## src/hw/rtl/arce_pkg.sv

```systemverilog
package arce_pkg;

   localparam int POS_W       = 16;   // run coordinates and lengths
   localparam int CLIP_W      = 16;   // clip and clean lengths
   localparam int CUR_W       = POS_W + 1;
   localparam int CAP_W       = 10;
   localparam int WORD_LEN_W  = 28;
   localparam int NWORDS      = 5;
   localparam int WIDX_W      = 3;
   localparam int IN_W        = 128;
   localparam int OUT_W       = 120;
   localparam int QDEPTH      = 4;
   localparam int QPTR_W      = 2;
   localparam int QCNT_W      = 3;

   localparam logic [QCNT_W-1:0] QDEPTH_C = QCNT_W'(QDEPTH);
   localparam logic [CAP_W-1:0]  CAP_RESET = CAP_W'(1023);

   typedef enum logic [3:0] {
      OP_M = 4'd0,
      OP_I = 4'd1,
      OP_D = 4'd2,
      OP_S = 4'd4,
      OP_H = 4'd5
   } cigar_op_type;

   typedef enum logic [1:0] {
      ERR_NONE     = 2'd0,
      ERR_PAST_END = 2'd1,
      ERR_FULL     = 2'd2,
      ERR_BACK     = 2'd3
   } err_type;

   typedef struct packed {
      cigar_op_type     op;
      logic [CUR_W-1:0] len;
   } word_type;

   // one record per step that yields at least one result
   typedef struct packed {
      logic [WIDX_W-1:0]           n_words;
      logic                        last;
      word_type [NWORDS-1:0]       words;
      logic [CUR_W-1:0]            query_start;
      logic [POS_W-1:0]            ref_start;
      logic [CUR_W-1:0]            query_span;
      logic [CUR_W-1:0]            ref_span;
      logic [CUR_W-1:0]            diag_shift;
      err_type                     error;
   } rec_type;

   typedef struct packed {
      logic              first;
      logic              last;
      logic [CLIP_W-1:0] hard_begin;
      logic [CUR_W-1:0]  lead;
      logic              i_pres;
      logic              i_back;
      logic [CUR_W-1:0]  i_len;
      logic              d_pres;
      logic              d_back;
      logic [CUR_W-1:0]  d_len;
      logic [POS_W-1:0]  run_len;
      logic [CUR_W-1:0]  cur_q;
      logic [CUR_W-1:0]  cur_r;
      logic [CLIP_W-1:0] clean_len;
      logic [CLIP_W-1:0] soft_begin;
      logic [CLIP_W-1:0] soft_end;
      logic [CLIP_W-1:0] hard_end;
      logic [POS_W-1:0]  origin_q;
      logic [POS_W-1:0]  origin_r;
      logic [CUR_W-1:0]  shift;
   } s1_type;

   typedef struct packed {
      logic              first;
      logic              last;
      logic [CLIP_W-1:0] hard_begin;
      logic [CUR_W-1:0]  lead;
      logic              i_pres;
      logic              i_back;
      logic [CUR_W-1:0]  i_len;
      logic              d_pres;
      logic              d_back;
      logic [CUR_W-1:0]  d_len;
      logic [POS_W-1:0]  run_len;
      logic              past_end;
      logic [CUR_W-1:0]  tail;
      logic [CLIP_W-1:0] hard_end;
      logic [CUR_W-1:0]  query_start;
      logic [POS_W-1:0]  ref_start;
      logic [CUR_W-1:0]  query_span;
      logic [CUR_W-1:0]  ref_span;
      logic [CUR_W-1:0]  shift;
   } s2_type;

endpackage

```

## src/hw/rtl/arce_front.sv

```systemverilog
module arce_front (
   input  logic                         clock,
   input  logic                         reset,
   input  logic                         req_tvalid,
   output logic                         req_tready,
   input  logic [arce_pkg::IN_W-1:0]    req_tdata,
   input  logic                         req_tuser,
   input  logic                         req_tlast,
   input  logic [arce_pkg::CAP_W-1:0]   cap,
   input  logic [arce_pkg::QCNT_W-1:0]  q_count,
   output logic                         push,
   output arce_pkg::rec_type            rec
);

   localparam int POS_W  = arce_pkg::POS_W;
   localparam int CLIP_W = arce_pkg::CLIP_W;
   localparam int CUR_W  = arce_pkg::CUR_W;
   localparam int CAP_W  = arce_pkg::CAP_W;
   localparam int NW     = arce_pkg::NWORDS;
   localparam int WIDX_W = arce_pkg::WIDX_W;
   localparam int QCNT_W = arce_pkg::QCNT_W;

   logic [POS_W-1:0]  qpos, rpos, rlen;
   logic [CLIP_W-1:0] clean_in, hb_in, sb_in, se_in, he_in;
   logic              first, accept;

   logic [CUR_W-1:0]  cur_q_ff, cur_r_ff, shift_ff;
   logic [POS_W-1:0]  origin_q_ff, origin_r_ff;
   logic [CLIP_W-1:0] clean_ff, sb_ff, se_ff, he_ff;
   logic [CAP_W-1:0]  words_ff;
   arce_pkg::err_type err_ff;

   arce_pkg::s1_type  s1_in, s1_ff;
   arce_pkg::s2_type  s2_in, s2_ff;
   logic              s1_v_ff, s2_v_ff;

   logic [CUR_W:0]    q_diff, r_diff, t_diff;
   logic [CUR_W-1:0]  suffix;
   logic [QCNT_W-1:0] fill;

   assign qpos     = req_tdata[15:0];
   assign rpos     = req_tdata[31:16];
   assign rlen     = req_tdata[47:32];
   assign clean_in = req_tdata[63:48];
   assign hb_in    = req_tdata[79:64];
   assign sb_in    = req_tdata[95:80];
   assign se_in    = req_tdata[111:96];
   assign he_in    = req_tdata[127:112];
   assign first    = req_tuser;

   // queue slots are reserved for every item still in the two stages
   assign fill       = q_count + QCNT_W'(s1_v_ff) + QCNT_W'(s2_v_ff);
   assign req_tready = (fill < arce_pkg::QDEPTH_C);
   assign accept     = req_tvalid && req_tready;

   // stage 1: gaps against the cursors, cursor update
   assign q_diff = {2'b00, qpos} - {1'b0, cur_q_ff};
   assign r_diff = {2'b00, rpos} - {1'b0, cur_r_ff};

   always_comb begin
      s1_in            = '0;
      s1_in.first      = first;
      s1_in.last       = req_tlast;
      s1_in.hard_begin = hb_in;
      s1_in.lead       = {1'b0, sb_in} + {1'b0, qpos};
      s1_in.i_back     = !first && q_diff[CUR_W];
      s1_in.i_pres     = !first && !q_diff[CUR_W] && (q_diff[CUR_W-1:0] != '0);
      s1_in.i_len      = q_diff[CUR_W-1:0];
      s1_in.d_back     = !first && r_diff[CUR_W];
      s1_in.d_pres     = !first && !r_diff[CUR_W] && (r_diff[CUR_W-1:0] != '0);
      s1_in.d_len      = r_diff[CUR_W-1:0];
      s1_in.run_len    = rlen;
      s1_in.cur_q      = {1'b0, qpos} + {1'b0, rlen};
      s1_in.cur_r      = {1'b0, rpos} + {1'b0, rlen};
      s1_in.clean_len  = first ? clean_in : clean_ff;
      s1_in.soft_begin = first ? sb_in : sb_ff;
      s1_in.soft_end   = first ? se_in : se_ff;
      s1_in.hard_end   = first ? he_in : he_ff;
      s1_in.origin_q   = first ? qpos : origin_q_ff;
      s1_in.origin_r   = first ? rpos : origin_r_ff;
      s1_in.shift      = first ? ({1'b0, rpos} - {1'b0, qpos}) : shift_ff;
   end

   always_ff @(posedge clock) begin
      if (reset) begin
         s1_v_ff     <= 1'b0;
         cur_q_ff    <= '0;
         cur_r_ff    <= '0;
         origin_q_ff <= '0;
         origin_r_ff <= '0;
         shift_ff    <= '0;
         clean_ff    <= '0;
         sb_ff       <= '0;
         se_ff       <= '0;
         he_ff       <= '0;
      end else begin
         s1_v_ff <= accept;
         if (accept) begin
            cur_q_ff    <= s1_in.cur_q;
            cur_r_ff    <= s1_in.cur_r;
            origin_q_ff <= s1_in.origin_q;
            origin_r_ff <= s1_in.origin_r;
            shift_ff    <= s1_in.shift;
            clean_ff    <= s1_in.clean_len;
            sb_ff       <= s1_in.soft_begin;
            se_ff       <= s1_in.soft_end;
            he_ff       <= s1_in.hard_end;
         end
      end
   end

   always_ff @(posedge clock) begin
      if (accept) begin
         s1_ff <= s1_in;
      end
   end

   // stage 2: trailing soft clip and summary
   assign t_diff = {2'b00, s1_ff.clean_len} - {1'b0, s1_ff.cur_q};
   assign suffix = t_diff[CUR_W] ? '0 : t_diff[CUR_W-1:0];

   always_comb begin
      s2_in             = '0;
      s2_in.first       = s1_ff.first;
      s2_in.last        = s1_ff.last;
      s2_in.hard_begin  = s1_ff.hard_begin;
      s2_in.lead        = s1_ff.lead;
      s2_in.i_pres      = s1_ff.i_pres;
      s2_in.i_back      = s1_ff.i_back;
      s2_in.i_len       = s1_ff.i_len;
      s2_in.d_pres      = s1_ff.d_pres;
      s2_in.d_back      = s1_ff.d_back;
      s2_in.d_len       = s1_ff.d_len;
      s2_in.run_len     = s1_ff.run_len;
      s2_in.past_end    = t_diff[CUR_W];
      s2_in.tail        = {1'b0, s1_ff.soft_end} + suffix;
      s2_in.hard_end    = s1_ff.hard_end;
      s2_in.query_start = {1'b0, s1_ff.origin_q} + {1'b0, s1_ff.soft_begin};
      s2_in.ref_start   = s1_ff.origin_r;
      s2_in.query_span  = s1_ff.cur_q - {1'b0, s1_ff.origin_q};
      s2_in.ref_span    = s1_ff.cur_r - {1'b0, s1_ff.origin_r};
      s2_in.shift       = s1_ff.shift;
   end

   always_ff @(posedge clock) begin
      if (reset) begin
         s2_v_ff <= 1'b0;
      end else begin
         s2_v_ff <= s1_v_ff;
      end
   end

   always_ff @(posedge clock) begin
      if (s1_v_ff) begin
         s2_ff <= s2_in;
      end
   end

   // stage 3: capacity, first error of the read, word packing
   logic [NW-1:0]          pres, kept;
   arce_pkg::word_type     cand [NW];
   logic [CAP_W-1:0]       words_base, words_in, avail;
   logic [WIDX_W-1:0]      avail3, rank, slot;
   arce_pkg::err_type      ev [NW+1];
   arce_pkg::err_type      step_err, err_base, err_in;
   arce_pkg::rec_type      rec_c;

   always_comb begin
      pres[0]     = s2_ff.first ? (s2_ff.hard_begin != '0) : s2_ff.i_pres;
      cand[0].op  = s2_ff.first ? arce_pkg::OP_H : arce_pkg::OP_I;
      cand[0].len = s2_ff.first ? {1'b0, s2_ff.hard_begin} : s2_ff.i_len;
      pres[1]     = s2_ff.first ? (s2_ff.lead != '0) : s2_ff.d_pres;
      cand[1].op  = s2_ff.first ? arce_pkg::OP_S : arce_pkg::OP_D;
      cand[1].len = s2_ff.first ? s2_ff.lead : s2_ff.d_len;
      pres[2]     = (s2_ff.run_len != '0);
      cand[2].op  = arce_pkg::OP_M;
      cand[2].len = {1'b0, s2_ff.run_len};
      pres[3]     = s2_ff.last && (s2_ff.tail != '0);
      cand[3].op  = arce_pkg::OP_S;
      cand[3].len = s2_ff.tail;
      pres[4]     = s2_ff.last && (s2_ff.hard_end != '0);
      cand[4].op  = arce_pkg::OP_H;
      cand[4].len = {1'b0, s2_ff.hard_end};
   end

   assign words_base = s2_ff.first ? '0 : words_ff;
   assign avail      = (cap > words_base) ? (cap - words_base) : '0;
   assign avail3     = (avail > CAP_W'(NW)) ? WIDX_W'(NW) : avail[WIDX_W-1:0];

   always_comb begin
      rank  = '0;
      slot  = '0;
      rec_c = '0;
      for (int i = 0; i < NW; i++) begin
         kept[i] = pres[i] && (rank < avail3);
         if (pres[i]) begin
            rank = rank + WIDX_W'(1);
         end
         if (kept[i]) begin
            rec_c.words[slot] = cand[i];
            slot = slot + WIDX_W'(1);
         end
      end
      rec_c.n_words     = slot;
      rec_c.last        = s2_ff.last;
      rec_c.query_start = s2_ff.query_start;
      rec_c.ref_start   = s2_ff.ref_start;
      rec_c.query_span  = s2_ff.query_span;
      rec_c.ref_span    = s2_ff.ref_span;
      rec_c.diag_shift  = s2_ff.shift;
      rec_c.error       = err_in;
   end

   // flag events in the order the read would raise them
   always_comb begin
      ev[0] = s2_ff.i_back ? arce_pkg::ERR_BACK :
              (pres[0] && !kept[0]) ? arce_pkg::ERR_FULL : arce_pkg::ERR_NONE;
      ev[1] = s2_ff.d_back ? arce_pkg::ERR_BACK :
              (pres[1] && !kept[1]) ? arce_pkg::ERR_FULL : arce_pkg::ERR_NONE;
      ev[2] = (pres[2] && !kept[2]) ? arce_pkg::ERR_FULL : arce_pkg::ERR_NONE;
      ev[3] = (s2_ff.last && s2_ff.past_end) ? arce_pkg::ERR_PAST_END : arce_pkg::ERR_NONE;
      ev[4] = (pres[3] && !kept[3]) ? arce_pkg::ERR_FULL : arce_pkg::ERR_NONE;
      ev[5] = (pres[4] && !kept[4]) ? arce_pkg::ERR_FULL : arce_pkg::ERR_NONE;
      step_err = arce_pkg::ERR_NONE;
      for (int i = NW; i >= 0; i--) begin
         if (ev[i] != arce_pkg::ERR_NONE) begin
            step_err = ev[i];
         end
      end
   end

   assign err_base = s2_ff.first ? arce_pkg::ERR_NONE : err_ff;
   assign err_in   = (err_base != arce_pkg::ERR_NONE) ? err_base : step_err;
   assign words_in = words_base + CAP_W'(slot);

   always_ff @(posedge clock) begin
      if (reset) begin
         words_ff <= '0;
         err_ff   <= arce_pkg::ERR_NONE;
      end else if (s2_v_ff) begin
         words_ff <= words_in;
         err_ff   <= err_in;
      end
   end

   assign push = s2_v_ff && ((slot != '0) || s2_ff.last);
   assign rec  = rec_c;

endmodule

```

## src/hw/rtl/arce_queue.sv

```systemverilog
module arce_queue (
   input  logic                         clock,
   input  logic                         reset,
   input  logic                         push,
   input  arce_pkg::rec_type            push_rec,
   input  logic                         pop,
   output logic                         head_valid,
   output arce_pkg::rec_type            head_rec,
   output logic [arce_pkg::QCNT_W-1:0]  count
);

   localparam int QPTR_W = arce_pkg::QPTR_W;
   localparam int QCNT_W = arce_pkg::QCNT_W;

   arce_pkg::rec_type   mem_ff [arce_pkg::QDEPTH];
   logic [QPTR_W-1:0]   wr_ptr_ff, rd_ptr_ff;
   logic [QCNT_W-1:0]   count_ff;

   always_ff @(posedge clock) begin
      if (push) begin
         mem_ff[wr_ptr_ff] <= push_rec;
      end
   end

   always_ff @(posedge clock) begin
      if (reset) begin
         wr_ptr_ff <= '0;
         rd_ptr_ff <= '0;
         count_ff  <= '0;
      end else begin
         if (push) begin
            wr_ptr_ff <= wr_ptr_ff + QPTR_W'(1);
         end
         if (pop) begin
            rd_ptr_ff <= rd_ptr_ff + QPTR_W'(1);
         end
         case ({push, pop})
            2'b10:   count_ff <= count_ff + QCNT_W'(1);
            2'b01:   count_ff <= count_ff - QCNT_W'(1);
            default: count_ff <= count_ff;
         endcase
      end
   end

   assign head_valid = (count_ff != '0);
   assign head_rec   = mem_ff[rd_ptr_ff];
   assign count      = count_ff;

endmodule

```

## src/hw/rtl/arce_back.sv

```systemverilog
module arce_back (
   input  logic                          clock,
   input  logic                          reset,
   input  logic                          head_valid,
   input  arce_pkg::rec_type             head_rec,
   output logic                          pop,
   output logic                          rsp_tvalid,
   input  logic                          rsp_tready,
   output logic [arce_pkg::OUT_W-1:0]    rsp_tdata,
   output logic                          rsp_tuser,
   output logic                          rsp_tlast
);

   localparam int WIDX_W = arce_pkg::WIDX_W;
   localparam int LEN_W  = arce_pkg::WORD_LEN_W;

   logic [WIDX_W-1:0]            k_ff, n_res;
   logic                         rsp_v_ff, user_ff, last_ff;
   logic [arce_pkg::OUT_W-1:0]   data_ff, data_in;
   logic                         load, is_final, has, done;
   arce_pkg::word_type           word;

   assign n_res    = (head_rec.n_words == '0) ? WIDX_W'(1) : head_rec.n_words;
   assign is_final = (k_ff == n_res - WIDX_W'(1));
   assign load     = head_valid && (!rsp_v_ff || rsp_tready);
   assign pop      = load && is_final;
   assign has      = (k_ff < head_rec.n_words);
   assign done     = head_rec.last && is_final;
   assign word     = head_rec.words[k_ff];

   always_comb begin
      data_in          = '0;
      data_in[3:0]     = has ? word.op : 4'd0;
      data_in[31:4]    = has ? LEN_W'(word.len) : '0;
      data_in[48:32]   = done ? head_rec.query_start : '0;
      data_in[64:49]   = done ? head_rec.ref_start : '0;
      data_in[81:65]   = done ? head_rec.query_span : '0;
      data_in[98:82]   = done ? head_rec.ref_span : '0;
      data_in[115:99]  = done ? head_rec.diag_shift : '0;
      data_in[117:116] = head_rec.error;
   end

   always_ff @(posedge clock) begin
      if (reset) begin
         rsp_v_ff <= 1'b0;
         k_ff     <= '0;
      end else begin
         if (load) begin
            rsp_v_ff <= 1'b1;
            k_ff     <= is_final ? '0 : k_ff + WIDX_W'(1);
         end else if (rsp_tready) begin
            rsp_v_ff <= 1'b0;
         end
      end
   end

   always_ff @(posedge clock) begin
      if (load) begin
         data_ff <= data_in;
         user_ff <= has;
         last_ff <= done;
      end
   end

   assign rsp_tvalid = rsp_v_ff;
   assign rsp_tdata  = data_ff;
   assign rsp_tuser  = user_ff;
   assign rsp_tlast  = last_ff;

endmodule

```

## src/hw/rtl/aligned_runs_to_cigar_encoder_unit.sv

```systemverilog
// Turns the aligned runs of a read into SAM CIGAR words.
// req: one run per transfer. tlast marks the read's last run, tuser its first
//   run; tdata carries the run and, on a first run, the clip lengths.
// rsp: one CIGAR word per transfer. tuser is high when the transfer carries a
//   word; tlast marks the final transfer of a read, which also carries the
//   alignment start, spans and diagonal shift. The read's error code is in
//   every transfer.
// csr: write of the per-read word capacity (reset 1023), taken at once.
// Throughput: one result per cycle while rsp is not stalled; a run gives up
// to 3 results (up to 5 on a last run), and the single-word output register
// sets this rate. A run that yields no word gives no result unless it is
// the read's last run.
// Reset clears all read state and empties the 4-entry queue between the
// classifying front and the word serializer. When rsp stalls the queue
// fills and req_tready drops; the front stages never hold an item.
module aligned_runs_to_cigar_encoder_unit (
   input  logic                         clock,
   input  logic                         reset,
   input  logic                         req_tvalid,
   output logic                         req_tready,
   // query_pos, ref_pos, run_len, clean_len, hard_begin, soft_begin,
   // soft_end, hard_end
   input  logic [arce_pkg::IN_W-1:0]    req_tdata,
   // first_run
   input  logic                         req_tuser,
   input  logic                         req_tlast,
   output logic                         rsp_tvalid,
   input  logic                         rsp_tready,
   // cigar_op, cigar_len, query_start, ref_start, query_span, ref_span,
   // diag_shift, error
   output logic [arce_pkg::OUT_W-1:0]   rsp_tdata,
   // has_op
   output logic                         rsp_tuser,
   output logic                         rsp_tlast,
   input  logic                         csr_valid,
   output logic                         csr_ready,
   input  logic [arce_pkg::CAP_W-1:0]   csr_wdata
);

   logic [arce_pkg::CAP_W-1:0]   cap_ff;
   logic                         q_push, q_pop, q_valid;
   arce_pkg::rec_type            q_in, q_head;
   logic [arce_pkg::QCNT_W-1:0]  q_count;

   assign csr_ready = 1'b1;

   always_ff @(posedge clock) begin
      if (reset) begin
         cap_ff <= arce_pkg::CAP_RESET;
      end else if (csr_valid && csr_ready) begin
         cap_ff <= csr_wdata;
      end
   end

   arce_front u_front (
      .clock      (clock),
      .reset      (reset),
      .req_tvalid (req_tvalid),
      .req_tready (req_tready),
      .req_tdata  (req_tdata),
      .req_tuser  (req_tuser),
      .req_tlast  (req_tlast),
      .cap        (cap_ff),
      .q_count    (q_count),
      .push       (q_push),
      .rec        (q_in)
   );

   arce_queue u_queue (
      .clock      (clock),
      .reset      (reset),
      .push       (q_push),
      .push_rec   (q_in),
      .pop        (q_pop),
      .head_valid (q_valid),
      .head_rec   (q_head),
      .count      (q_count)
   );

   arce_back u_back (
      .clock      (clock),
      .reset      (reset),
      .head_valid (q_valid),
      .head_rec   (q_head),
      .pop        (q_pop),
      .rsp_tvalid (rsp_tvalid),
      .rsp_tready (rsp_tready),
      .rsp_tdata  (rsp_tdata),
      .rsp_tuser  (rsp_tuser),
      .rsp_tlast  (rsp_tlast)
   );

   // the reservation in the front must keep the queue from overrunning
   a_queue_room: assert property (@(posedge clock) disable iff (reset)
      q_push |-> (q_count < arce_pkg::QDEPTH_C))
      else $error("record queue overrun");

   a_empty_is_done: assert property (@(posedge clock) disable iff (reset)
      (rsp_tvalid && !rsp_tuser) |-> rsp_tlast)
      else $error("result without a word that does not close a read");

   a_op_code: assert property (@(posedge clock) disable iff (reset)
      (rsp_tvalid && rsp_tuser) |->
         (rsp_tdata[3:0] == arce_pkg::OP_M) || (rsp_tdata[3:0] == arce_pkg::OP_I) ||
         (rsp_tdata[3:0] == arce_pkg::OP_D) || (rsp_tdata[3:0] == arce_pkg::OP_S) ||
         (rsp_tdata[3:0] == arce_pkg::OP_H))
      else $error("bad CIGAR op code");

   a_pop_needs_head: assert property (@(posedge clock) disable iff (reset)
      q_pop |-> q_valid)
      else $error("pop from empty record queue");

endmodule
```

## config.mk

```make
export PLATFORM = sky130hd
export DESIGN_NAME = aligned_runs_to_cigar_encoder_unit
export DESIGN_NICKNAME = d
export VERILOG_FILES = /design/src/hw/rtl/arce_pkg.sv /design/src/hw/rtl/arce_front.sv /design/src/hw/rtl/arce_queue.sv /design/src/hw/rtl/arce_back.sv /design/src/hw/rtl/aligned_runs_to_cigar_encoder_unit.sv
export SDC_FILE = /design/constraint.sdc
export NUM_CORES = 2
export LEC_CHECK = 0
export BUFFER_PORTS_ARGS = -buffer_cell sky130_fd_sc_hd__buf_4
export CAP_MARGIN = 20
export CORE_MARGIN = 2
export CORE_UTILIZATION = 40
export DETAILED_ROUTE_END_ITERATION = 8
export HOLD_SLACK_MARGIN = 0.03
export MAX_ROUTING_LAYER = met4
export SLEW_MARGIN = 20
export SYNTH_ARGS = -nofsm -noshare
export SYNTH_HDL_FRONTEND = slang
export SYNTH_SLANG_ARGS = --single-unit
export TNS_END_PERCENT = 100
```

## constraint.sdc

```tcl
create_clock -name clock -period 14.2 [get_ports clock]
set_clock_uncertainty 0.1 [all_clocks]
set_input_delay 1.42 -clock clock [delete_from_list [all_inputs] [get_ports clock]]
set_output_delay 1.42 -clock clock [all_outputs]
set_load 0.05 [all_outputs]
```

==> impl_metrics.csv <==
group,metric,value,unit
logic_synthesis,synth_enable_flop_cells,1299,
worst_setup_path,r2r-end,"u_queue.mem_ff[1][44]",
pwr,p_leak,26.59,nW
place,placement.io_buffers,254,
global_routing,grt_max_degree,165,
logic_synthesis,postSynthRegisterBits,1483,
finish,layout.filler_cells,14360,
finish,finish.cell_count_without_fillers,7096,
routing,wl_met3,10.41,mm
timing,hold_violations,0,
routing,routedLengthMet1,78.63,mm
timing,fmax,112.5,MHz
timing,max-slew-margin-rel,0.1691,
min_path,hold_path_startpoint,"u_front.s1_ff[185]",
place,detailed_place_hpwl,117.1,mm
timing,timing_worst_slew_pin_value,1.246,ns
logic_synthesis,synth_seq_area_share,0.6555,
clocking,cts_made_buffers,159,
clocking,clock_path_buffers,3,
logic_synthesis,avgSynthCellArea,14.42,um^2
floorplan,dieArea,166100,um^2
routing,drt-wirelength-per-cell,24.37,um
clocking,count_of_instances_resized_after_the_clock_tree_is_built,0,
worst_setup_path,timing.critical_path.to_type,"register",
clocking,worst_setup_hold_path_clk_slew,0.06,ns
logic_synthesis,mappedNetlistArea,65120,um^2
timing,grt_setup_unrepaired,"false",
floorplan,io_pins,270,
logic_synthesis,yosys_top_cell_area_share,0.5990,
outcome,run_status,"finished clean",
clocking,clock-sinks,1483,
min_path,hold_path_class,"register to register",
logic_synthesis,yosys.cell_count.top_type,"edfxtp_1",
worst_setup_path,list_of_cells_traversed_by_the_critical_path,"buf_4 -> nand2b_1 -> inv_1 -> fa_1 -> xor2_1 -> o22ai_1 -> nor3_1 -> o221ai_1 -> a2111oi_4 -> a311o_2 -> inv_1 -> fa_1 -> ha_1 -> nor2_1 -> o221ai_1 -> o31a_1 -> and2_4 -> buf_4",
floorplan,starting_density,0.4015,
clocking,later_pin_clock_latency_in_the_skew_report,0.80,ns
routing,wl,172.9,mm
clocking,ctsHtreeMaxLevel,4,
floorplan,placeableCoreArea,162200,um^2
worst_setup_path,crit_slowest_cell,"a311o_2",
place,place_congestion,0.8806,
global_routing,antenna_found_initial,9,
logic_synthesis,synthDistinctLibCells,84,
worst_setup_path,reg2reg_setup_slack,5.31,ns
clocking,cts_setup_buffers,0,
finish,design.final.nets,5161,
min_path,capture_endpoint_of_the_worst_hold_path,"u_front.s2_ff[156]",
floorplan,dieWidth,407.5,um
pwr,worst_ir_drop_vdd,109.6,uV
global_routing,grt.overflow.total,0,
logic_synthesis,synth-async-reset-ratio,0,
worst_setup_path,r2r-start,"u_front.s2_ff[206]",
floorplan,rows,148,
logic_synthesis,yosysTopAreaCell,"edfxtp_1",
worst_setup_path,timing_worst_setup_path_type,"register to register",
worst_setup_path,rr_worst_depth,18,
timing,setup_viol,0,
timing,finalCritPeriodShare,0.6262,
routing,via_to_cell_ratio,5.408,
worst_setup_path,setup.worst_path.start_class,"register",
worst_setup_path,worst-endpoint-required,14.52,ns
pwr,power.density_cell_area,145.6,nW/um^2
global_routing,wire_length_of_the_first_global_routing_pass,253.5,mm
clocking,clock_tree.root_cell,"clkbuf_16",
routing,wl_met2,79.99,mm
logic_synthesis,postSynthCellCount,4516,
logic_synthesis,yosys_warnings,0,
place,placedCellCount,6801,
routing,initialDrtViolationCount,3685,
routing,drcViolationCount,0,
routing,antenna_left,0,
global_routing,grtUsageTotal,0.2117,
finish,layout_area_growth_over_synthesis,14.78,%
worst_setup_path,worst_ep_arrival,9.21,ns
timing,layout_min_cycle_time,8.893,ns
logic_synthesis,dominantRegCellSynth,"edfxtp_1",
logic_synthesis,ys_top_cells_by_count,"edfxtp_1 (1299), nand2_1 (500), a21oi_1 (285)",
worst_setup_path,critical-path-max-stage-delay,0.98,ns
logic_synthesis,synth.area.top_cells,"edfxtp_1 (60%), mux4_2 (6.7%), dfxtp_1 (5.7%)",
routing,maxUsedRoutingLayer,"met4",
routing,drt_pass1_iterations,6,
min_path,worst_hold_path.num_cells,0,
flow_run,drv_cap,0,
timing,finalMaxSlewViolations,0,
clocking,cts_hold_buf,0,
global_routing,grt_pass1_vias,37540,
worst_setup_path,worstPathMaxFanout,64,
clocking,cts_tree,"yes",
floorplan,fp.dieH,407.5,um
timing,finalSetupTns,0,ns
finish,layout-drive-gt1-share,0.1978,
routing,routed-via-count,38380,
-- cells by family after synthesis --
family | after synthesis | synth area share
compound gates | 689 | 0.06697
xor+xnor | 159 | 0.02138
fa+ha+maj | 229 | 0.04573
buf+inv | 422 | 0.02607
flops | 1483 | 0.6555
mux | 427 | 0.1067
other cells | 2 | 0.0001153
simple gates | 1105 | 0.07746
-- sequential cells by signal, summed over array words and instances (netlist names), 16 cells and up, named ones only --
| signal | count |
|---|---|
| u_front.shift_ff | 17 |
| u_back.rsp_tdata | 106 |
| u_front.cand | 49 |
| u_front.s2_ff | 73 |
| u_front.se_ff | 16 |
| u_queue.mem_ff | 748 |
| u_front.origin_r_ff | 16 |
| u_front.s1_ff | 236 |
| u_front.origin_q_ff | 16 |
| u_front.he_ff | 16 |
| u_front.cur_q_ff | 17 |
| u_front.cur_r_ff | 17 |
| u_front.clean_ff | 16 |
| u_front.sb_ff | 16 |
| u_front.rec | 85 |
-- cell usage in the layout (no fill, tap or decap), types with 162 or more instances in the layout --
cell type	n
a21oi_1	285
buf_4	299
clkbuf_16	162
dfxtp_1	180
edfxtp_1	1299
ha_1	214
inv_1	212
mux2_2	190
mux4_2	195
nand2_1	499
nor2_1	209
-- routing by layer --
metal,global-route usage,vias up
met5,-,-
met4,0.05498,0
met3,0.03255,233
met2,0.3237,1300
met1,0.2964,19310
li1,-,17530
-- area by class of cell --
class | count | area [um^2] | share of cell area
tap | 2175 | 2721 | 0.03641
antenna | 2 | 5.005 | 0.00006695
multi-input combinational | 2624 | 20860 | 0.2790
timing repair buffer | 304 | 2327 | 0.03113
sequential | 1483 | 42700 | 0.5713
clock inverter | 92 | 1051 | 0.01406
inverter | 215 | 817.0 | 0.01093
clock buffer | 201 | 4270 | 0.05713
-- critical path, delay by kind of cell, from the launching register on --
| kind | cells | cell delay [ns] |
|---|---|---|
| compound gates | 6 | 2.48 |
| fa+ha+maj | 3 | 1.76 |
| simple gates | 4 | 1.34 |
| flops | 1 | 0.58 |
| buf+inv | 4 | 1.78 |
| xor+xnor | 1 | 0.35 |
-- where the power goes --
group          total [mW]  leakage (nW)  internal [mW]  switching (mW)
clock                4.20          2.59           2.44            1.76
combinational        1.46          10.3          0.523           0.941
sequential           5.22          13.7           5.07           0.143
total                10.9          26.6           8.04            2.84
-- per-stage QoR --
stage                     utilization  setup WS (ns)  hold slack [ns]  power [mW]  cell area (um^2)
after floorplan                     -         0.5139           0.3003       6.235             65170
after global placement         0.4280          5.378           0.3011       6.742             69420
after detailed placement       0.4280          5.297           0.3045       6.763             69420
after CTS                      0.4608          5.304           0.3078       10.97             74740
after global routing           0.4608          4.739           0.3081       11.27             74750
final                          0.4608          5.307           0.3149       10.88             74750
-- how the worst max path moves through the flow --
stage | start | end | slack [ns] | depth (start not counted)
2_1_floorplan | u_front.s1_v_ff | u_front.s1_ff[0] | 0.51 | 6
3_3_place_gp | u_front.s2_ff[206] | u_queue.mem_ff[1][74] | 5.38 | 18
3_5_place_dp | u_front.s2_ff[206] | u_queue.mem_ff[1][74] | 5.30 | 18
4_1_cts | u_front.s2_ff[206] | u_queue.mem_ff[1][77] | 5.30 | 18
5_1_grt | u_front.s2_ff[206] | u_queue.mem_ff[1][44] | 4.74 | 18
6_report | u_front.s2_ff[206] | u_queue.mem_ff[1][44] | 5.31 | 18
No activity file was read; power rests on OpenSTA's default activity.
